File: config.mk
export PLATFORM = sky130hd
export DESIGN_NAME = cht_front
export DESIGN_NICKNAME = d
export VERILOG_FILES = /design/src/hdl/cht_pkg.sv /design/src/hdl/cht_front.sv
export SDC_FILE = /design/constraint.sdc
export NUM_CORES = 2
export LEC_CHECK = 0
export ABC_CLOCK_PERIOD_IN_PS = 18100
export BUFFER_PORTS_ARGS = -buffer_cell sky130_fd_sc_hd__buf_2
export CORE_UTILIZATION = 25
export DETAILED_ROUTE_END_ITERATION = 12
export PLACE_DENSITY = 0.41
export SYNTH_ARGS = -nofsm -noshare
export SYNTH_HDL_FRONTEND = slang
export SYNTH_SLANG_ARGS = --single-unit
export TNS_END_PERCENT = 10
File: constraint.sdc
create_clock -name clk -period 18.1 [get_ports clk]
set_clock_uncertainty 0.2 [all_clocks]
set_input_delay 1.81 -clock clk [delete_from_list [all_inputs] [get_ports clk]]
set_output_delay 1.81 -clock clk [all_outputs]
set_load 0.03 [all_outputs]
File: src/hdl/cht_pkg.sv
// ----------------------------------------------------------------------------
// cht_pkg
// Shared types, sizes and codes of the chained hash table core.
// ----------------------------------------------------------------------------
package cht_pkg;

	localparam int MAX_BINS_LOG2 = 8;
	localparam int NUM_BINS      = 1 << MAX_BINS_LOG2;
	localparam int BIN_W         = MAX_BINS_LOG2;
	localparam int BIN_DEPTH     = 4;
	localparam int FILL_W        = $clog2(BIN_DEPTH + 1);
	localparam int ELEMENT_BITS  = 64;
	localparam int KEY_W         = 64;
	localparam int CFG_W         = 4;
	localparam int CNT_W         = 11;
	localparam int STATUS_W      = 2;
	localparam int QUEUE_DEPTH   = 4;
	localparam int QUEUE_AW      = (QUEUE_DEPTH > 1) ? $clog2(QUEUE_DEPTH) : 1;
	localparam int QUEUE_CW      = $clog2(QUEUE_DEPTH + 1);

	localparam logic [KEY_W-1:0] HASH_ADD = 64'd18932479;
	localparam logic [31:0]      HASH_MUL = 32'd2654435761;

	localparam logic [CFG_W-1:0] BINS_LOG2_RESET = CFG_W'(MAX_BINS_LOG2);

	localparam logic CMD_PUT = 1'b0;
	localparam logic CMD_GET = 1'b1;

	localparam logic [STATUS_W-1:0] STATUS_OK        = 2'd0;
	localparam logic [STATUS_W-1:0] STATUS_NOT_FOUND = 2'd1;
	localparam logic [STATUS_W-1:0] STATUS_BIN_FULL  = 2'd2;

	typedef struct packed {
		logic                    cmd;
		logic [KEY_W-1:0]        key;
		logic [ELEMENT_BITS-1:0] value;
		logic [BIN_W-1:0]        bin;
	} cht_item_t;

	typedef struct packed {
		logic                    done;
		logic [STATUS_W-1:0]     status;
		logic [KEY_W-1:0]        read_value;
		logic [CNT_W-1:0]        stored_count;
	} cht_result_t;

endpackage

File: src/hdl/cht_front.sv
// ----------------------------------------------------------------------------
// cht_front
// Hash pipeline: offset add, split multiply, then bin index selection.
// ----------------------------------------------------------------------------
module cht_front
	import cht_pkg::*;
(
	input  logic                    clk,
	input  logic                    arst_n,
	input  logic                    in_valid,
	input  logic                    in_cmd,
	input  logic [KEY_W-1:0]        in_key,
	input  logic [ELEMENT_BITS-1:0] in_value,
	input  logic [CFG_W-1:0]        bins_log2,
	output logic                    push,
	output cht_item_t               push_item
);

	localparam logic [CFG_W-1:0] LOG2_MAX = CFG_W'(MAX_BINS_LOG2);

	logic                    valid_s1;
	logic                    cmd_s1;
	logic [KEY_W-1:0]        key_s1;
	logic [ELEMENT_BITS-1:0] value_s1;
	logic [KEY_W-1:0]        sum_s1;

	logic                    valid_s2;
	logic                    cmd_s2;
	logic [KEY_W-1:0]        key_s2;
	logic [ELEMENT_BITS-1:0] value_s2;
	logic [31:0]             plo_hi_s2;
	logic [31:0]             phi_lo_s2;

	logic [63:0]             prod_lo;
	logic [63:0]             prod_hi;
	logic [31:0]             hash_hi;
	logic [BIN_W-1:0]        hash_top;
	logic [CFG_W-1:0]        log2_eff;

	always_ff @(posedge clk or negedge arst_n) begin
		if (!arst_n) begin
			valid_s1 <= 1'b0;
			valid_s2 <= 1'b0;
		end else begin
			valid_s1 <= in_valid;
			valid_s2 <= valid_s1;
		end
	end

	always_ff @(posedge clk) begin
		cmd_s1   <= in_cmd;
		key_s1   <= in_key;
		value_s1 <= in_value;
		sum_s1   <= in_key + HASH_ADD;
	end

	// The hash is kept mod 2^64, so the upper half of the sum only needs the
	// low 32 bits of its product.
	assign prod_lo = 64'(sum_s1[31:0]) * 64'(HASH_MUL);
	assign prod_hi = 64'(sum_s1[63:32]) * 64'(HASH_MUL);

	always_ff @(posedge clk) begin
		cmd_s2    <= cmd_s1;
		key_s2    <= key_s1;
		value_s2  <= value_s1;
		plo_hi_s2 <= prod_lo[63:32];
		phi_lo_s2 <= prod_hi[31:0];
	end

	assign hash_hi  = plo_hi_s2 + phi_lo_s2;
	assign hash_top = hash_hi[31 -: BIN_W];

	always_comb begin
		log2_eff = bins_log2;
		if (bins_log2 < CFG_W'(1))
			log2_eff = CFG_W'(1);
		if (bins_log2 > LOG2_MAX)
			log2_eff = LOG2_MAX;
	end

	assign push            = valid_s2;
	assign push_item.cmd   = cmd_s2;
	assign push_item.key   = key_s2;
	assign push_item.value = value_s2;
	assign push_item.bin   = hash_top >> (LOG2_MAX - log2_eff);

endmodule

* Word-level counts from Yosys, hierarchy flattened
Cells that the tools add are included.
** Word-level totals
- Register bits :: 388
- Output and inout port bits :: 138
- Input port bits :: 136
** Operators by class
- Mux-type cells :: 2
- $add $sub $neg :: 3
- $mul :: 2
- Shifts and indexed selects :: 1
- Magnitude comparators :: 2
** Operators by type and width (number)
- adder 64 x 25 -> 64 bit, second input constant :: 1
- multiplier 32 x 32 -> 64 bit, second input constant :: 1
- adder 32 bit :: 1
- multiplier 32 x 32 -> 32 bit, second input constant :: 1
- two-way mux 4 bit :: 2
- right shift 8 x 4 -> 8 bit :: 1
- > comparator 4 bit, second input constant :: 1
- less-than comparator 4 x 1 -> 1 bit, second input constant :: 1
- subtractor 4 bit, first input constant :: 1

* Logic depth before layout (Yosys ltp)
- Word-level depth :: 5
- Mapped depth :: 26
- Mapped depth without buffers :: 26

* Worst setup path before layout
No wires, ideal clock.
- Path kind :: register to register
- Start :: register sum_s1[20]
- End :: register plo_hi_s2[23]
- Setup time :: 72 ps
- Cell stages (with the launch flop) :: 27
- Arrival time :: 6875 ps
- Setup slack :: 10954 ps
- Cells stage by stage :: dfxtp_1 > inv_1 > fa_1 > fa_1 > inv_1 > fa_1 > inv_1 > fa_1 > inv_1 > fa_1 > inv_1 > fa_1 > inv_1 > fa_1 > inv_1 > fa_1 > inv_1 > ha_1 > nand2_1 > o21ai_0 > nor2_1 > o21bai_1 > a21bo_2 > o31ai_1 > a41oi_1 > o21ai_0 > xor2_1
** On the way
- Cells in the longest elaborated chain, start to end :: 1
** Ends and longest elaborated chain
- start: declaration :: line cht_front.sv:25 : logic [KEY_W-1:0] sum_s1;
- start signal: assignment :: line cht_front.sv:54 : sum_s1 <= in_key + HASH_ADD;
- multiplier 32 x 32 -> 64 bit :: line cht_front.sv:59 : assign prod_lo = 64'(sum_s1[31:0]) * 64'(HASH_MUL);
- net prod_lo[55] :: line cht_front.sv:34 : logic [63:0] prod_lo;
- end signal: assignment :: line cht_front.sv:66 : plo_hi_s2 <= prod_lo[63:32];
- end: declaration :: line cht_front.sv:31 : logic [31:0] plo_hi_s2;
The timed path passes the listed nets, and every way through them passes these cells.

* Worst setup path after layout
- Start :: register sum_s1[19]
- End :: register plo_hi_s2[27]
The elaborated chain is that of the path after synthesis.

==> results.toml <==
[timing]
fin_tns_setup_ps = 0
hold_viol_final = 0
rsz0062_at_grt = "false"
fin_crit_sh_pct = 47.1
setup_viol = 0
drv_slew = 0
maxSlewHeadroom_pct = 27.2
fmax_mhz = 117
worst_slew_pin_slew_ps = 1090
min_period_ps = 8530

[hold_path]
hold_class = "flip-flop to flip-flop"

[critical_path]
worst_ep_arrival_time_ps = 8850
crit_slowest_cell = "dfxtp_1"
critical-path-max-stage-delay_ps = 740
r2r_slack_ps = 9570
start_kind = "flip-flop"
critPathKind = "flip-flop to flip-flop"
path_max_fanout = 9
crit_family = "adder cells"
cp_num_buf_inv = 8
end_kind = "flip-flop"
crit_required_ps = 18420

[floorplan]
fp.coreArea_sq_um = 150000
initial_core_util_pct = 25.2
fp.dieW_um = 391
placementRows = 142
die_area_sq_um = 153000
io_pins = 274
die_h_um = 391

[clocking]
cts_made_buffers = 49
clock_path_buffers = 3
clock_latency_ps = 650
clk_pin_slew_ps = 60
cts_tree = "yes"
htree_levels = 2
cts-resized-gates = 0
clock-sinks = 388
cts_hold_buf = 0
post_cts_buffers = 0
root_buffer = "clkbuf_16"

[logic_synthesis]
synth_area_sq_um = 37900
synthFlopType = "dfxtp_1"
netlist_top_cells_count = "inv_1 (1073), fa_1 (660), ha_1 (613)"
synthCells = 3525
postSynthAreaPerCell_sq_um = 10.7
synth_area_leader_cell = "fa_1"
synth_top_area_share_pct = 34.9
synth-edff-count = 0
synth_area_leaders = "fa_1 (35%), dfxtp_1 (20%), ha_1 (20%)"
ys_seq_elements = 388
seq_area_frac_synth_pct = 20.5
synth_nets = 4934
async_flop_share_pct = 0.515
yosysWarnings = 0
yosysMostFrequentCell = "inv_1"
ys_types = 75

[detailed_routing]
drt-total-wl_mm = 112
drc = 0
ant_nets = 0
drt-pass1-iter-count = 5
vias = 24000
drt-initial-drc-count = 861
wl_per_cell_um = 19.1
viasPerCell = 4.07

[global_routing]
antenna_found_initial = 4
grt_max_degree = 15
grtUsageTotal_pct = 15.2
grt_pass1_wl_mm = 172
overflow = 0
grt_pass1_vias = 27100

[job]
drv_cap = 0

[placed_design]
portBuffers = 273
gp_congestion = 0.893
dpl.hpwl_mm = 98.8

[layout]
area_delta_synth_final_pct = 14.6
antenna_cells = 0
final_nets = 5251
drive_gt1_share_pct = 10.1

[status]
status = "completed"
## registers in the layout (all words and copies together) (netlist names), 32 cells and up
register,count
key_s2,64
phi_lo_s2,32
value_s2,64
sum_s1,64
value_s1,64
key_s1,64
plo_hi_s2,32
## metal layers
metal / share of wire [%] / track usage [%] / up-vias
li1: - / - / 11500
met1: 44 / 19.6 / 12000
met2: 50 / 26.7 / 356
met3: 3.0 / 1.93 / 97
met4: 2.4 / 3.67 / 2
met5: 0.012 / 0 / -
## cells in the final DEF, fill, tap and decap left out, drive strengths merged, types with 48 or more instances in the layout
cell type | synthesis | final
a21oi | 81 | 81
dfxtp | 386 | 386
buf | 3 | 287
a21o | 62 | 62
ha | 613 | 613
xor2 | 48 | 48
nand2 | 66 | 66
fa | 660 | 660
inv | 1073 | 1083
nor2 | 65 | 65
xnor2 | 103 | 103
clkbuf | 18 | 69
## cells by family after synthesis
| group | after synthesis | share of synthesized area [%] |
|---|---|---|
| buf+inv | 1094 | 10.9 |
| flops | 388 | 20.5 |
| mux | 3 | 0.0826 |
| fa+ha+maj | 1273 | 55.2 |
| compound gates | 316 | 5.76 |
| xor+xnor | 151 | 3.49 |
| simple gates | 300 | 4.06 |
## path summary, 6_finish.rpt
kind | startpoint | end | depth (start not counted)
setup / recovery | sum_s1[19]$_DFF_P_ | plo_hi_s2[27]$_DFF_P_ | 26
hold / removal | value_s1[20]$_DFF_P_ | value_s2[20]$_DFF_P_ | 0
setup reg to reg | sum_s1[19]$_DFF_P_ | plo_hi_s2[27]$_DFF_P_ | 26
hold reg to reg | value_s1[20]$_DFF_P_ | value_s2[20]$_DFF_P_ | 0
max in group asynchronous | arst_n | push$_DFF_PN0_ | 1
min in group asynchronous | arst_n | valid_s1$_DFF_PN0_ | 1
## per-stage QoR
step / worst slack, ps / cells / util [%] / hold slack [ps] / cell area (sq um)
after floorplan: 10950 / 3525 / - / 110 / 37900
after global placement: 9650 / 5807 / 27.8 / 110 / 41800
after detailed placement: 9600 / 5807 / 27.8 / 112 / 41800
after CTS: 9520 / 5897 / 28.9 / 113 / 43400
after global routing: 9120 / 5897 / 28.9 / 123 / 43400
final: 9570 / 5897 / 28.9 / 108 / 43400
## worst register-to-register path, delay by kind of cell, from the launching register on
| kind | cells | cell delay, ps |
|---|---|---|
| AOI/OAI and AO/OA | 5 | 1470 |
| and+or+nand+nor | 3 | 480 |
| muxes | 1 | 180 |
| DFF | 1 | 740 |
| buffers and inverters | 8 | 770 |
| adders and majority gates | 9 | 4570 |
## cell type report
type / instances / area (sq um)
flip-flops and latches: 388 / 7780
fillers: 15800 / 107000
repair buffers: 287 / 1470
clock buffers: 69 / 1400
inverters: 1073 / 4030
multi-input cells: 2043 / 26000
well taps: 2016 / 2520
clock inverters: 21 / 219
Power is left out: the tool's default activity adds up to more than one toggle a clock period on the data nets, which glitch-free logic cannot reach.
