`config.mk`:
```
export PLATFORM = sky130hd
export DESIGN_NAME = cht_queue
export DESIGN_NICKNAME = d
export VERILOG_FILES = /design/src/hdl/cht_pkg.sv /design/src/hdl/cht_queue.sv
export SDC_FILE = /design/constraint.sdc
export NUM_CORES = 1
export LEC_CHECK = 0
export BUFFER_PORTS_ARGS = -buffer_cell sky130_fd_sc_hd__buf_2
export CAP_MARGIN = 15
export CORE_MARGIN = 2
export CORE_UTILIZATION = 55
export CTS_BUF_LIST = sky130_fd_sc_hd__clkbuf_8
export DETAILED_ROUTE_END_ITERATION = 6
export PLACE_DENSITY = 0.77
export SYNTH_ARGS = -nofsm -noshare
export SYNTH_HDL_FRONTEND = slang
export SYNTH_SLANG_ARGS = --single-unit
```
`constraint.sdc`:
```
create_clock -name clk -period 5.15 [get_ports clk]
set_input_delay 0 -clock clk [delete_from_list [all_inputs] [get_ports clk]]
set_output_delay 0 -clock clk [all_outputs]
set_load 0.05 [all_outputs]
```
`src/hdl/cht_pkg.sv`:
```
// ----------------------------------------------------------------------------
// cht_pkg
// Shared types, sizes and codes of the chained hash table core.
// ----------------------------------------------------------------------------
package cht_pkg;

	localparam int MAX_BINS_LOG2 = 8;
	localparam int NUM_BINS      = 1 << MAX_BINS_LOG2;
	localparam int BIN_W         = MAX_BINS_LOG2;
	localparam int BIN_DEPTH     = 4;
	localparam int FILL_W        = $clog2(BIN_DEPTH + 1);
	localparam int ELEMENT_BITS  = 64;
	localparam int KEY_W         = 64;
	localparam int CFG_W         = 4;
	localparam int CNT_W         = 11;
	localparam int STATUS_W      = 2;
	localparam int QUEUE_DEPTH   = 4;
	localparam int QUEUE_AW      = (QUEUE_DEPTH > 1) ? $clog2(QUEUE_DEPTH) : 1;
	localparam int QUEUE_CW      = $clog2(QUEUE_DEPTH + 1);

	localparam logic [KEY_W-1:0] HASH_ADD = 64'd18932479;
	localparam logic [31:0]      HASH_MUL = 32'd2654435761;

	localparam logic [CFG_W-1:0] BINS_LOG2_RESET = CFG_W'(MAX_BINS_LOG2);

	localparam logic CMD_PUT = 1'b0;
	localparam logic CMD_GET = 1'b1;

	localparam logic [STATUS_W-1:0] STATUS_OK        = 2'd0;
	localparam logic [STATUS_W-1:0] STATUS_NOT_FOUND = 2'd1;
	localparam logic [STATUS_W-1:0] STATUS_BIN_FULL  = 2'd2;

	typedef struct packed {
		logic                    cmd;
		logic [KEY_W-1:0]        key;
		logic [ELEMENT_BITS-1:0] value;
		logic [BIN_W-1:0]        bin;
	} cht_item_t;

	typedef struct packed {
		logic                    done;
		logic [STATUS_W-1:0]     status;
		logic [KEY_W-1:0]        read_value;
		logic [CNT_W-1:0]        stored_count;
	} cht_result_t;

endpackage

```
`src/hdl/cht_queue.sv`:
```
// ----------------------------------------------------------------------------
// cht_queue
// Small FIFO of hashed items between the front and back ends.
// ----------------------------------------------------------------------------
module cht_queue
	import cht_pkg::*;
(
	input  logic      clk,
	input  logic      arst_n,
	input  logic      push,
	input  cht_item_t push_item,
	input  logic      pop,
	output logic      empty,
	output cht_item_t head
);

	cht_item_t             slots_q [QUEUE_DEPTH];
	logic [QUEUE_AW-1:0]   wr_ptr_q;
	logic [QUEUE_AW-1:0]   rd_ptr_q;
	logic [QUEUE_CW-1:0]   count_q;

	function automatic logic [QUEUE_AW-1:0] next_ptr(input logic [QUEUE_AW-1:0] p);
		logic [QUEUE_AW-1:0] n;
		n = p + QUEUE_AW'(1);
		if (p == QUEUE_AW'(QUEUE_DEPTH - 1))
			n = '0;
		return n;
	endfunction

	always_ff @(posedge clk or negedge arst_n) begin
		if (!arst_n) begin
			wr_ptr_q <= '0;
			rd_ptr_q <= '0;
			count_q  <= '0;
		end else begin
			if (push)
				wr_ptr_q <= next_ptr(wr_ptr_q);
			if (pop)
				rd_ptr_q <= next_ptr(rd_ptr_q);
			if (push && !pop)
				count_q <= count_q + QUEUE_CW'(1);
			else if (pop && !push)
				count_q <= count_q - QUEUE_CW'(1);
		end
	end

	always_ff @(posedge clk) begin
		if (push)
			slots_q[wr_ptr_q] <= push_item;
	end

	assign empty = (count_q == '0);
	assign head  = slots_q[rd_ptr_q];

	overflow_chk: assert property (@(posedge clk) disable iff (!arst_n)
		(count_q == QUEUE_CW'(QUEUE_DEPTH)) |-> !(push && !pop))
		else $error("cht_queue: push into a full queue");

	underflow_chk: assert property (@(posedge clk) disable iff (!arst_n)
		pop |-> !empty)
		else $error("cht_queue: pop from an empty queue");

endmodule

```
; Yosys cells after proc, flatten, opt, wreduce, memory -nomap -nowiden
; Memories as Yosys holds them, arrays and structs flattened.
; Index checks and enable logic that the tools add are counted.
[word_totals]
register_bits = 7
mem_bits_rw = 548
input_bits = 141
out_inout_bits = 138
elab_cells = 22
memories = 1
[classes]
addsub = 4
eq_ne = 2
muxes = 6
reduce_logical = 6
[mem_list]
columns = memory, depth, word_bits, rd, rd_ports_with_merged_regs, wr, line
row1 = slots_q, 4, 137, 1, 0, 1, cht_queue.sv:17  ; cht_item_t slots_q [QUEUE_DEPTH];
[op_table]
columns = operator, n
row1 = 2-to-1 mux 3 bit, 2
row2 = adder 2 x 1 -> 2 bit (second input constant), 2
row3 = equality test 2 bit (second input constant), 2
row4 = 2-to-1 mux 2 bit, 2
row5 = adder 3 x 1 -> 3 bit (second input constant), 1
row6 = logical NOT 3 bit, 1
row7 = subtractor 3 x 1 -> 3 bit (second input constant), 1
row8 = logical AND 1 bit, 2
row9 = logical NOT 1 bit, 2
row10 = 2-to-1 mux 1 bit, 2
row11 = nonzero test 2 bit, 1

; Longest topological paths before layout
; Gate-level depths: netlist of the first run.
[depth]
depth_word = 4
mapped_depth = 7
depth_no_buf = 7

; Least setup slack after synthesis of the first run
; Ideal clock, no wire load.
[synth_timing]
path_type = flip-flop to flip-flop
from = register wr_ptr_q[0]
to = memory slots_q[0][0] in the netlist's numbering, enable pin
setup_ns = 0.512
arrival_time_ns = 3.763
required_time_ns = 4.638
slack_ns = 0.875
stages_incl_launch_ff = 4
n_path_buf = 0
period_less_slack_ns = 4.275
path_cell_list = dfrtp_1 > inv_1 > ha_1 > and2_1
[synth_rtl]
columns = item, line
row1 = "start, declared", cht_queue.sv:18  ; logic [QUEUE_AW-1:0] wr_ptr_q;
row2 = "start signal, assigned", cht_queue.sv:37  ; wr_ptr_q <= next_ptr(wr_ptr_q);
row3 = "end, declared", cht_queue.sv:17
; Straight into the memory's write port.

==> flow_summary.rst, run 1 <==
.. list-table::
   :header-rows: 1

   * - Metric
     - Value
   * - Max_slew headroom
     - 29.9%
   * - Detail-routed via count per cell
     - 5.49
   * - Pin count of the biggest net entering global routing
     - 79
   * - Worst min-delay path category
     - input pin to flop
   * - Simple-Gate Fraction of Synth Area
     - 0.248%
   * - Wire length of the first global-routing pass
     - 59900 µm
   * - Port-buffer cells
     - 278
   * - Internal power contribution
     - 9.28 mW
   * - Minimum clock period
     - 3.05 ns
   * - Power share of the clock group
     - 22.8%
   * - Area after detailed placement
     - 22100 µm²
   * - Data required time at the worst endpoint
     - 5.15 ns
   * - XOR/XNOR Fraction of Synth Area
     - 0.130%
   * - Number of sinks driven by the clock tree
     - 555
   * - Vertical extent of the die
     - 196 µm
   * - Number of cells in the finished layout apart from fillers
     - 1763
   * - Area growth syn-to-layout
     - 24.3%
   * - Cell total after placement
     - 1475
   * - Endpoints failing hold
     - 0
   * - Combinational family with the most area after synthesis
     - multiplexers
   * - Width of the die
     - 196 µm
   * - Mux cell area share after synthesis
     - 15.4%
   * - Routability Congestion
     - 0.731
   * - Largest vdd supply drop
     - 0.000449 V
   * - Depth of the worst hold-timing path
     - 2
   * - Number of buffers added by the clock tree synthesis step
     - 86
   * - Number of global-route vias before repair
     - 10800
   * - CTS tree
     - done
   * - Worst-case clock skew
     - 0.0180 ns
   * - Clock Tree Root
     - sky130_fd_sc_hd__clkbuf_8
   * - Std cell rows
     - 70
   * - Compound-gate portion of the synthesized area
     - 0.0868%
   * - Overall die area
     - 38200 µm²
   * - Clock-pin slew reported for the worst setup and hold paths after clock tree synthesis
     - 0.06 ns
   * - Vias
     - 9682
   * - Number of cell instances on the worst register-to-register path
     - 4
   * - Setup TNS Final
     - 0 ns
   * - Most common cell after layout, fill and taps aside
     - sky130_fd_sc_hd__edfxtp_1
   * - Share of the core filled with cells
     - 69.0%
   * - Actual transition at the worst max-transition pin
     - 1.05 ns
   * - Synthesized instance count
     - 752
   * - Endpoint of the lowest-slack register-to-register path
     - slots_q[1][48]
   * - PostCTS Resize Cnt
     - 0
   * - Synthesized area divided by synthesized cell count
     - 26.8 µm²
   * - Post-synthesis register bit count
     - 555
   * - Switching share of power
     - 38.2%
   * - Pwr per Cell Area
     - 598 nW/µm²
   * - Starting density of the core
     - 55.5%
   * - Adder-Cell Fraction of Synth Area
     - 0.471%
   * - Mapped cell area
     - 20200 µm²
   * - Detailed Route WL
     - 39000 µm
   * - Setup-violating endpoint count in the final report
     - 0
   * - Core region area
     - 36300 µm²
   * - Fraction of power consumed by combinational cells
     - 36.2%
   * - End of the worst hold path
     - slots_q[0][126]
   * - Initial DRC Count
     - 484
   * - Setup repair after global routing missed its margin
     - no
   * - Start point of the worst hold path
     - push_item[126]
   * - Depth of the CTS H-tree
     - 3
   * - DPL Wire Length
     - 20700 µm
   * - Fmax
     - 328 MHz
   * - Share of synthesized area occupied by flip-flops and latches
     - 82.4%
   * - Critical Path Sink Type
     - output pin
   * - Nets
     - 1384
   * - Number of pins exceeding their max-slew limit in the final report
     - 0
   * - Post-route cell area
     - 25100 µm²
   * - Buffer depth of the longest clock path
     - 3
   * - Launching element type of the critical path
     - flop
   * - Ports placed on the boundary
     - 279
   * - Synth Net Count
     - 900
   * - Max-cap check violation count
     - 0
   * - Fraction of final layout cells with drive strength greater than 1
     - 41.8%
   * - Number of warning messages in the yosys log
     - 0
   * - Switching power
     - 5.73 mW
   * - Setup CP Type
     - flop to output pin
   * - Post-route DRC
     - 0
   * - Worst-Skew Late Latency
     - 0.63 ns
   * - Largest fanout on the critical path
     - 46
   * - Overall power of the completed layout
     - 15.0 mW
   * - 1st-pass router iterations
     - 4
   * - Initial antenna violation count
     - 3
   * - Share of the clock period used by the worst path
     - 59.3%
   * - Worst EP arrival
     - 3.05 ns
   * - Launch point of the worst reg-to-reg path
     - wr_ptr_q[1]
   * - Sequential share of power
     - 41.0%
   * - Detail Route Antenna Nets
     - 0
   * - Highest-count cells in the layout ignoring fill and taps
     - sky130_fd_sc_hd__edfxtp_1, sky130_fd_sc_hd__buf_2, sky130_fd_sc_hd__dlygate4sd3_1, sky130_fd_sc_hd__mux4_2, sky130_fd_sc_hd__clkbuf_8
   * - Post-DR wirelength/cell
     - 22.1 µm
   * - Setup slack of the worst register-to-register path
     - 2.75 ns
   * - Leak Pwr
     - 8.73 nW
   * - Global-route usage over all layers
     - 21.0%
   * - Netlist cell types
     - 20
   * - Outcome
     - finished clean
   * - Total gr overflow
     - 0
## Yosys cell counts
cell                       instances  share of area, %
sky130_fd_sc_hd__a21o_1            1             0.037
sky130_fd_sc_hd__xnor2_1           1             0.043
sky130_fd_sc_hd__nor3_1            2             0.050
sky130_fd_sc_hd__inv_1             4             0.074
sky130_fd_sc_hd__buf_1             1             0.019
sky130_fd_sc_hd__dfrtp_1           7              0.87
sky130_fd_sc_hd__buf_6            14              0.78
sky130_fd_sc_hd__nor2_1            2             0.037
sky130_fd_sc_hd__buf_4             1             0.037
sky130_fd_sc_hd__mux2_2            2              0.11
sky130_fd_sc_hd__xor2_1            2             0.087
sky130_fd_sc_hd__edfxtp_1        548                82
sky130_fd_sc_hd__o21ai_0           2             0.050
sky130_fd_sc_hd__and2_1            4              0.12
sky130_fd_sc_hd__clkbuf_1          1             0.019
sky130_fd_sc_hd__fa_1              1             0.099
sky130_fd_sc_hd__ha_1              6              0.37
sky130_fd_sc_hd__mux4_2          137                15
sky130_fd_sc_hd__buf_2            14              0.35
sky130_fd_sc_hd__nand2_1           2             0.037
## final cells by class
cell class | instances | area, µm²
diodes | 4 | 10.0
clock buffers | 88 | 1210
clock inverters | 55 | 368
fillers | 2146 | 11300
inverters | 4 | 15.0
multi-input cells | 162 | 3310
flip-flops and latches | 555 | 16600
well taps | 468 | 586
repair buffers | 427 | 2950
## power by group through the flow
stage | logic (mW) | clock network [mW] | registers, mW
global placement | 5.37 | 0 | 6.21
CTS | 5.49 | 3.50 | 6.17
finish | 5.43 | 3.43 | 6.16
detailed placement | 5.39 | 0 | 6.26
floorplan | 4.43 | 0 | 6.08
global route | 5.68 | 3.69 | 6.24
## critical path, stage by stage, from the launching register on
cell and delay, ns:
sky130_fd_sc_hd__dfrtp_4 1.08, sky130_fd_sc_hd__buf_4 0.51, sky130_fd_sc_hd__mux4_2 0.57, sky130_fd_sc_hd__buf_2 0.23
## metrics by stage
step	hold slack, ns	setup slack [ns]
2_1_floorplan	-0.296	0.875
3_3_place_gp	-0.159	2.67
3_5_place_dp	-0.155	2.65
4_1_cts	0.0628	1.96
5_1_grt	0.105	1.84
6_report	0.115	2.10
## how the worst max path moves through the flow
stage	startpoint	end	slack [ns]	cells after the start
global placement	rd_ptr_q[0]	head[54]	2.67	3
finish	rd_ptr_q[0]	head[56]	2.10	3
floorplan	wr_ptr_q[0]	slots_q[0][0]	0.87	3
detailed placement	rd_ptr_q[0]	head[54]	2.65	3
CTS	rd_ptr_q[0]	head[54]	1.96	3
global route	rd_ptr_q[0]	head[56]	1.84	3
## kinds of logic after synthesis
group | Yosys count
fa+ha+maj | 7
simple gates | 10
mux | 139
buf+inv | 35
compound gates | 3
xor+xnor | 3
flops | 555
## sequential cells by signal, indices dropped and copies added, names as in the netlist
register  flops
count_q       3
rd_ptr_q      2
slots_q     548
wr_ptr_q      2
## layer usage
layer	global-route usage (%)	part of all wire (%)
met1	25.9	39
met2	35.7	52
met3	6.11	7.6
met4	8.00	2.1
met5	0	0
## repair_timing
item,in CTS,in global routing
hold endpoints to repair,562,0
hold buffers,141,0
setup buffers,0,0
No activity file was read; power rests on OpenSTA's default activity.
==> run 2, diff against run 1 <==
--- a/config.mk
+++ b/config.mk
@@ -8,7 +8,7 @@
 export BUFFER_PORTS_ARGS = -buffer_cell sky130_fd_sc_hd__buf_2
 export CAP_MARGIN = 15
 export CORE_MARGIN = 2
-export CORE_UTILIZATION = 55
+export CORE_UTILIZATION = 53
 export CTS_BUF_LIST = sky130_fd_sc_hd__clkbuf_8
 export DETAILED_ROUTE_END_ITERATION = 6
 export PLACE_DENSITY = 0.77
==> constraint.sdc (replaced) <==
create_clock -name clk -period 2.68 [get_ports clk]
set_input_delay 0 -clock clk [delete_from_list [all_inputs] [get_ports clk]]
set_output_delay 0 -clock clk [all_outputs]
set_load 0.05 [all_outputs]
==> run 2 against run 1 <==
Effect of this change: cell count grew 3.8%; clock skew fell by 0.0017 ns; global-route usage decreased by 0.65 points; hold slack improved by 0.018 ns; wire length up 2.4%; critical path depth unchanged; non-clock buffer count up 11; clock power grew 80%; design area rose by 0.61%; critical endpoint is now head[95]; sequential share of layout area shrank 0.40 points; die area grew 3.7%; combinational power is 99% higher.
==> flow_summary.rst, run 2 (synthesis gave the netlist of run 1 again) <==
.. list-table::
   :header-rows: 1

   * - Metric
     - Value
   * - Ports placed on the boundary
     - 279 (unchanged)
   * - Std cell rows
     - 71 (+1.4%)
   * - Vias
     - 9777 (+0.98%)
   * - Depth of the worst hold-timing path
     - 2 (unchanged)
   * - Initial DRC Count
     - 723 (+49%)
   * - Starting density of the core
     - 53.7% (-1.8 points)
   * - Detailed Route WL
     - 40000 µm (+2.4%)
   * - Initial antenna violation count
     - 4 (+1)
   * - Setup repair after global routing missed its margin
     - no
   * - Fraction of power consumed by combinational cells
     - 37.9% (+1.7 points)
   * - Number of buffers added by the clock tree synthesis step
     - 84 (-2.3%)
   * - Most common cell after layout, fill and taps aside
     - sky130_fd_sc_hd__edfxtp_1
   * - Number of pins exceeding their max-slew limit in the final report
     - 0 (unchanged)
   * - Setup CP Type
     - flop to output pin
   * - Internal power contribution
     - 17.5 mW (+89%)
   * - Leak Pwr
     - 8.79 nW (+0.74%)
   * - Width of the die
     - 199 µm (+1.8%)
   * - Share of the clock period used by the worst path
     - 89.7%
   * - Depth of the CTS H-tree
     - 3 (unchanged)
   * - Max-cap check violation count
     - 0 (unchanged)
   * - Actual transition at the worst max-transition pin
     - 0.552 ns (-0.499 ns)
   * - Number of flip-flops under the largest register name
     - 548 (unchanged)
   * - Launching element type of the critical path
     - flop
   * - DPL Wire Length
     - 22100 µm (+6.8%)
   * - Pin count of the biggest net entering global routing
     - 75 (-5.1%)
   * - Routability Congestion
     - 0.713 (-2.4%)
   * - 1st-pass router iterations
     - 5 (+1)
   * - Clock-pin slew reported for the worst setup and hold paths after clock tree synthesis
     - 0.06 ns (about the same)
   * - Area growth syn-to-layout
     - 25.0%
   * - Setup-violating endpoint count in the final report
     - 0 (unchanged)
   * - Endpoints failing hold
     - 0 (unchanged)
   * - Setup TNS Final
     - 0 ns (unchanged)
   * - Worst min-delay path category
     - input pin to flop
   * - Post-route cell area
     - 25200 µm² (+0.61%)
   * - Sequential share of power
     - 40.6% (-0.4 points)
   * - Largest vdd supply drop
     - 0.000893 V (+99%)
   * - Buffer depth of the longest clock path
     - 3 (unchanged)
   * - Wire length of the first global-routing pass
     - 59800 µm (-0.13%)
   * - Area after detailed placement
     - 22300 µm² (+0.98%)
   * - Switching share of power
     - 38.8% (+0.60 points)
   * - Largest fanout on the critical path
     - 31 (-33%)
   * - Share of the core filled with cells
     - 67.2% (-1.9 points)
   * - Post-route DRC
     - 0 (unchanged)
   * - Worst-Skew Late Latency
     - 0.62 ns (about the same)
   * - Registers with the most flip-flops
     - slots_q x548, count_q x3
   * - Global-route usage over all layers
     - 20.4% (-0.65 points)
   * - Post-DR wirelength/cell
     - 21.8 µm (-1.3%)
   * - PostCTS Resize Cnt
     - 0 (unchanged)
   * - Worst hold slack
     - 0.133 ns (+0.0180 ns)
   * - Minimum clock period
     - 2.40 ns
   * - Number of global-route vias before repair
     - 10700 (-0.16%)
   * - Clock Tree Root
     - sky130_fd_sc_hd__clkbuf_8
   * - Overall die area
     - 39700 µm² (+3.7%)
   * - Detail-routed via count per cell
     - 5.34 (-2.7%)
   * - Worst-case clock skew
     - 0.0163 ns (-0.00172 ns)
   * - Switching power
     - 11.1 mW (+94%)
   * - Nets
     - 1393 (+0.65%)
   * - Number of sinks driven by the clock tree
     - 555 (unchanged)
   * - Worst EP arrival
     - 2.40 ns (-0.65 ns)
   * - Fraction of final layout cells with drive strength greater than 1
     - 41.4% (-0.31 points)
   * - Register with the highest flop count
     - slots_q
   * - Pwr per Cell Area
     - 1130 nW/µm² (+89%)
   * - CTS tree
     - done
   * - Detail Route Antenna Nets
     - 0 (unchanged)
   * - Fmax
     - 416 MHz
   * - Number of cell instances on the worst register-to-register path
     - 4 (unchanged)
   * - Vertical extent of the die
     - 199 µm (+1.8%)
   * - Total gr overflow
     - 0 (unchanged)
   * - Critical Path Sink Type
     - output pin
   * - Outcome
     - finished clean
   * - Core region area
     - 37600 µm² (+3.4%)
   * - Data required time at the worst endpoint
     - 2.68 ns (-2.47 ns)
   * - Max_slew headroom
     - 63.2% (+33 points)
   * - Power share of the clock group
     - 21.5% (-1.3 points)
   * - Highest-count cells in the layout ignoring fill and taps
     - sky130_fd_sc_hd__edfxtp_1, sky130_fd_sc_hd__buf_2, sky130_fd_sc_hd__dlygate4sd3_1, sky130_fd_sc_hd__mux4_2, sky130_fd_sc_hd__clkbuf_8
   * - Port-buffer cells
     - 278 (unchanged)
## run 2: changes by cell type in the layout (fill, tap and decap cells not counted), sizes merged
cell	previous run	this run
bufinv	5	0
buf	286	297
inv	27	34
clkinv	24	35
## run 2: cell type report
| class | instances | area (µm²) |
|---|---|---|
| antenna | 4 | 10.0 |
| multi-input combinational | 162 | 3310 |
| clock buffer | 88 | 1210 |
| timing repair buffer | 438 | 3130 |
| fill | 2370 | 12300 |
| clock inverter | 68 | 289 |
| tap | 511 | 639 |
| sequential | 555 | 16600 |
| inverter | 4 | 15.0 |
## run 2: per-layer routing
metal	GRT usage (%)	up-vias	share of wire [%]
met5	0	-	0
met4	7.57	0	2.0
met2	34.0	337	51
met3	6.35	61	7.6
li1	-	4268	-
met1	25.3	5111	39
## run 2: path summary, 6_finish.rpt
check / startpoint / to / slack (ns)
max reg2reg: wr_ptr_q[0] / slots_q[2][68] / 1.01
max: rd_ptr_q[0] / head[95] / 0.28
min in group asynchronous: arst_n / count_q[0] / 0.36
max in group asynchronous: arst_n / rd_ptr_q[0] / 2.03
min reg2reg: count_q[2] / count_q[2] / 0.48
min: push_item[95] / slots_q[2][95] / 0.13
## run 2: repair_timing
| item | 4_1_cts | 5_1_grt |
|---|---|---|
| setup endpoints to repair | 0 | 4 |
| endpoints found under the hold margin | 562 | 0 |
| buffers inserted | 0 | 1 |
| hold buffers | 141 | 0 |
## run 2: power by group through the flow
stage                     sequential (mW)  clock (mW)  combinational, mW
after floorplan                      11.5           0               8.53
after global placement               11.7           0               10.7
after detailed placement             11.8           0               10.7
after CTS                            11.6        6.32               10.9
after global routing                 11.7        6.70               11.4
final                                11.6        6.16               10.8
## run 2: critical path: stages, from the launching register on
cell,delay [ns]
sky130_fd_sc_hd__dfrtp_4,0.65
sky130_fd_sc_hd__buf_12,0.32
sky130_fd_sc_hd__mux4_2,0.57
sky130_fd_sc_hd__buf_2,0.23
## run 2: through the flow
stage                     setup slack, ns  power, mW  cells
after CTS                          0.0486       28.9   1825
final                               0.275       28.6   1830
after floorplan                   0.00995       20.0    752
after global routing                0.124       29.8   1830
after global placement              0.741       22.4   1528
after detailed placement            0.743       22.5   1528
==> run 3, diff against run 2 <==
--- a/config.mk
+++ b/config.mk
@@ -5,13 +5,15 @@
 export SDC_FILE = /design/constraint.sdc
 export NUM_CORES = 1
 export LEC_CHECK = 0
+export ABC_AREA = 1
 export BUFFER_PORTS_ARGS = -buffer_cell sky130_fd_sc_hd__buf_2
 export CAP_MARGIN = 15
 export CORE_MARGIN = 2
-export CORE_UTILIZATION = 53
+export CORE_UTILIZATION = 54
 export CTS_BUF_LIST = sky130_fd_sc_hd__clkbuf_8
 export DETAILED_ROUTE_END_ITERATION = 6
-export PLACE_DENSITY = 0.77
+export PLACE_DENSITY = 0.82
+export RECOVER_POWER = 25
 export SYNTH_ARGS = -nofsm -noshare
 export SYNTH_HDL_FRONTEND = slang
 export SYNTH_SLANG_ARGS = --single-unit
==> run 3 against run 2 <==
Effect of this change: synthesized cell count increased by 120%; fmax decreased by 5.1%; combinational power increased by 20%; sequential power about the same; non-clock buffer count increased by 4; clock-buffer cell count increased by 1; critical endpoint is now head[19].
==> flow_summary.rst, run 3 <==
.. list-table::
   :header-rows: 1

   * - Metric
     - Value
   * - Outcome
     - finished clean
   * - Worst-case clock skew
     - 0.0160 ns (-0.000279 ns)
   * - Switching share of power
     - 43.5% (+4.7 points)
   * - Max-cap check violation count
     - 0 (unchanged)
   * - Area growth syn-to-layout
     - 21.4%
   * - Number of sinks driven by the clock tree
     - 555 (unchanged)
   * - CTS tree
     - done
   * - Actual transition at the worst max-transition pin
     - 0.655 ns (+0.104 ns)
   * - Depth of the CTS H-tree
     - 3 (unchanged)
   * - Std cell rows
     - 74 (+4.2%)
   * - Number of global-route vias before repair
     - 14300 (+33%)
   * - Sequential share of power
     - 36.7% (-3.9 points)
   * - Data required time at the worst endpoint
     - 2.68 ns (about the same)
   * - Register with the highest flop count
     - slots_q
   * - Endpoint of the lowest-slack register-to-register path
     - slots_q[1][96]
   * - Share of synthesized area occupied by flip-flops and latches
     - 74.8% (-7.6 points)
   * - Buffer depth of the longest clock path
     - 3 (unchanged)
   * - Synthesized instance count
     - 1649 (+120%)
   * - Start point of the worst hold path
     - push_item[100]
   * - Number of buffers added by the clock tree synthesis step
     - 89 (+6.0%)
   * - Registers with the most flip-flops
     - slots_q x548, count_q x3
   * - Setup CP Type
     - flop to output pin
   * - Top cell types by occurrence after synthesis
     - sky130_fd_sc_hd__edfxtp_1, sky130_fd_sc_hd__nand2_1, sky130_fd_sc_hd__inv_1, sky130_fd_sc_hd__o211ai_1, sky130_fd_sc_hd__buf_6
   * - Fraction of final layout cells with drive strength greater than 1
     - 15.9% (-25 points)
   * - Ports placed on the boundary
     - 279 (unchanged)
   * - Post-synthesis register bit count
     - 555 (unchanged)
   * - Clock-pin slew reported for the worst setup and hold paths after clock tree synthesis
     - 0.06 ns (about the same)
   * - Mapped cell area
     - 22200 µm² (+10%)
   * - Fraction of post-synthesis cell area in the top cell type by area
     - 74.0% (-7.5 points)
   * - Pwr per Cell Area
     - 1170 nW/µm² (+2.8%)
   * - Fmax
     - 395 MHz (-5.1%)
   * - Setup-violating endpoint count in the final report
     - 0 (unchanged)
   * - Fraction of met3 tracks used by global routing
     - 5.62% (-0.73 points)
   * - Largest vdd supply drop
     - 0.00101 V (+13%)
   * - Leak Pwr
     - 10.8 nW (+23%)
   * - Minimum clock period
     - 2.53 ns (+0.129 ns)
   * - Largest fanout on the critical path
     - 74 (+140%)
   * - Number of pins exceeding their max-slew limit in the final report
     - 0 (unchanged)
   * - Routability Congestion
     - 0.758 (+6.3%)
   * - Most used standard cell by instance count after synthesis
     - sky130_fd_sc_hd__edfxtp_1
   * - Port-buffer cells
     - 278 (unchanged)
   * - Most common cell after layout, fill and taps aside
     - sky130_fd_sc_hd__edfxtp_1
   * - Initial DRC Count
     - 1132 (+57%)
   * - Nets
     - 2241 (+61%)
   * - Vertical extent of the die
     - 207 µm (+3.9%)
   * - Highest-utilization routing layer at the global route stage
     - met2
   * - Post-layout worst setup margin
     - 0.146 ns (-0.129 ns)
   * - Depth of the worst hold-timing path
     - 2 (unchanged)
   * - Number of fillers in the final layout
     - 2732 (+15%)
   * - Share of the core filled with cells
     - 66.3% (-0.90 points)
   * - Cell total after placement
     - 2392 (+57%)
   * - Number of cells in the finished layout apart from fillers
     - 2687 (+47%)
   * - Share of the clock period used by the worst path
     - 94.6% (+4.8 points)
   * - Post-CTS setup buffers
     - 0 (unchanged)
   * - Most used DFF post-synth
     - sky130_fd_sc_hd__edfxtp_1
   * - Overall power of the completed layout
     - 31.5 mW (+10%)
   * - Number of synthesized flops with an enable pin
     - 548 (unchanged)
   * - Number of warning messages in the yosys log
     - 0 (unchanged)
   * - Proportion of synthesized flip-flops having asynchronous set or reset
     - 1.26% (unchanged)
   * - Global-route usage over all layers
     - 22.3% (+1.9 points)
   * - Setup slack of the worst register-to-register path
     - 0.91 ns (-0.10 ns)
   * - Critical Path Sink Type
     - output pin
   * - Worst min-delay path category
     - input pin to flop
   * - Netlist cell types
     - 18 (-10%)
   * - Clock Tree Root
     - sky130_fd_sc_hd__clkbuf_8
   * - 1st-pass router iterations
     - 5 (unchanged)
   * - Worst-Skew Late Latency
     - 0.65 ns (+0.03 ns)
   * - End of the worst hold path
     - slots_q[2][100]
   * - Worst slack at placement
     - 0.789 ns (+0.0460 ns)
   * - Detail Route Antenna Nets
     - 0 (unchanged)
   * - Width of the die
     - 207 µm (+3.9%)
   * - Detail-routed via count per cell
     - 5.28 (-1.2%)
   * - Global routing met1 resource utilization
     - 26.0% (+0.72 points)
   * - Worst hold slack
     - 0.137 ns (+0.00464 ns)
   * - Launch point of the worst reg-to-reg path
     - wr_ptr_q[1]
   * - Wire length of the first global-routing pass
     - 72800 µm (+22%)
   * - Yosys top cell by area
     - sky130_fd_sc_hd__edfxtp_1
   * - Internal power contribution
     - 17.8 mW (+1.4%)
   * - Vias
     - 14200 (+45%)
   * - Power share of the clock group
     - 22.0% (+0.5 points)
   * - Synthesized area divided by synthesized cell count
     - 13.5 µm² (-50%)
   * - Number of cell instances on the worst register-to-register path
     - 5 (+1)
   * - Core region area
     - 40700 µm² (+8.4%)
   * - Cell types occupying the most area after synthesis
     - sky130_fd_sc_hd__edfxtp_1, sky130_fd_sc_hd__o211ai_1, sky130_fd_sc_hd__nand2_1, sky130_fd_sc_hd__inv_1, sky130_fd_sc_hd__buf_6
   * - Endpoints failing hold
     - 0 (unchanged)
   * - Number of flip-flops under the largest register name
     - 548 (unchanged)
   * - Post-DR wirelength/cell
     - 18.1 µm (-17%)
   * - Total gr overflow
     - 0 (unchanged)
   * - DPL Wire Length
     - 25200 µm (+14%)
   * - Setup repair after global routing missed its margin
     - no
   * - Initial antenna violation count
     - 3 (-1)
   * - Fraction of power consumed by combinational cells
     - 41.2% (+3.3 points)
   * - Switching power
     - 13.7 mW (+23%)
   * - Launching element type of the critical path
     - flop
   * - Met2 track demand over resource
     - 38.7% (+4.7 points)
   * - Starting density of the core
     - 54.6% (+0.87 points)
   * - Detailed Route WL
     - 48800 µm (+22%)
   * - Max_slew headroom
     - 56.3% (-6.9 points)
   * - Highest-count cells in the layout ignoring fill and taps
     - sky130_fd_sc_hd__edfxtp_1, sky130_fd_sc_hd__nand2_1, sky130_fd_sc_hd__inv_1, sky130_fd_sc_hd__o211ai_1, sky130_fd_sc_hd__buf_2
   * - Worst EP arrival
     - 2.53 ns (+0.13 ns)
   * - Post-route DRC
     - 0 (unchanged)
   * - Synth Net Count
     - 1797 (+100%)
   * - Pin count of the biggest net entering global routing
     - 148 (+97%)
   * - Overall die area
     - 42800 µm² (+8.0%)
[run 3: timing repair]
| item | in CTS | in global routing |
|---|---|---|
| gates resized for setup | 0 | 2 |
| hold buffers | 141 | 0 |
| endpoints found under the hold margin | 562 | 0 |
| endpoints found under the setup margin | 0 | 9 |
[run 3: worst max-delay path by stage]
| stage | startpoint | end | slack, ns | cells after the start |
|---|---|---|---|---|
| after global placement | rd_ptr_q[0] | head[27] | 0.87 | 5 |
| final | rd_ptr_q[0] | head[19] | 0.15 | 6 |
| after detailed placement | rd_ptr_q[0] | head[19] | 0.79 | 6 |
| after CTS | rd_ptr_q[0] | head[19] | 0.07 | 6 |
| after global routing | rd_ptr_q[0] | head[19] | 0.03 | 6 |
| after floorplan | wr_ptr_q[0] | slots_q[2][0] | -0.41 | 4 |
[run 3: stage by stage]
stage | TNS, ns | cell area [µm²]
floorplan | -218.87 | 22300
global placement | 0 | 24000
detailed placement | 0 | 24000
CTS | 0 | 27100
global route | 0 | 27000
finish | 0 | 27000
[run 3: metal layers]
metal	vias up	part of all wire, %
met5	-	0
met2	557	51
met3	118	7.8
met4	0	3.0
met1	6840	38
li1	6673	-
[run 3: cells by family after synthesis]
| group | share of synthesized area [%] |
|---|---|
| buffers and inverters | 8.11 |
| AND/OR/NAND/NOR | 7.30 |
| AO/OA/AOI/OAI | 9.34 |
| XOR/XNOR | 0.0394 |
| flip-flops | 74.8 |
| adder cells (fa/ha/maj) | 0.428 |
[run 3: area by class of cell]
cell class	count	area [µm²]	area share [%]
repair inverters	1	11.3	0.0417
inverters	287	1120	4.15
clock inverters	60	445	1.65
well taps	532	666	2.47
multi-input cells	717	3820	14.2
diodes	4	10.0	0.0371
flip-flops and latches	555	16600	61.6
repair buffers	442	3060	11.3
clock buffers	89	1220	4.54
[run 3: power by group through the flow]
stage	Sequential, mW	Combinational [mW]	Clock [mW]
floorplan	11.6	9.97	0
global placement	11.6	12.5	0
detailed placement	11.7	12.7	0
CTS	11.5	12.9	7.04
global route	11.7	13.9	7.44
finish	11.6	13.0	6.93
[run 3: worst max-delay path, stage by stage, from the launching register on]
cell and delay, ns:
sky130_fd_sc_hd__dfrtp_2 0.59, sky130_fd_sc_hd__clkinv_16 0.26, sky130_fd_sc_hd__buf_12 0.30, sky130_fd_sc_hd__nand2_1 0.11, sky130_fd_sc_hd__o211ai_1 0.13, sky130_fd_sc_hd__nand2_1 0.13, sky130_fd_sc_hd__buf_2 0.28
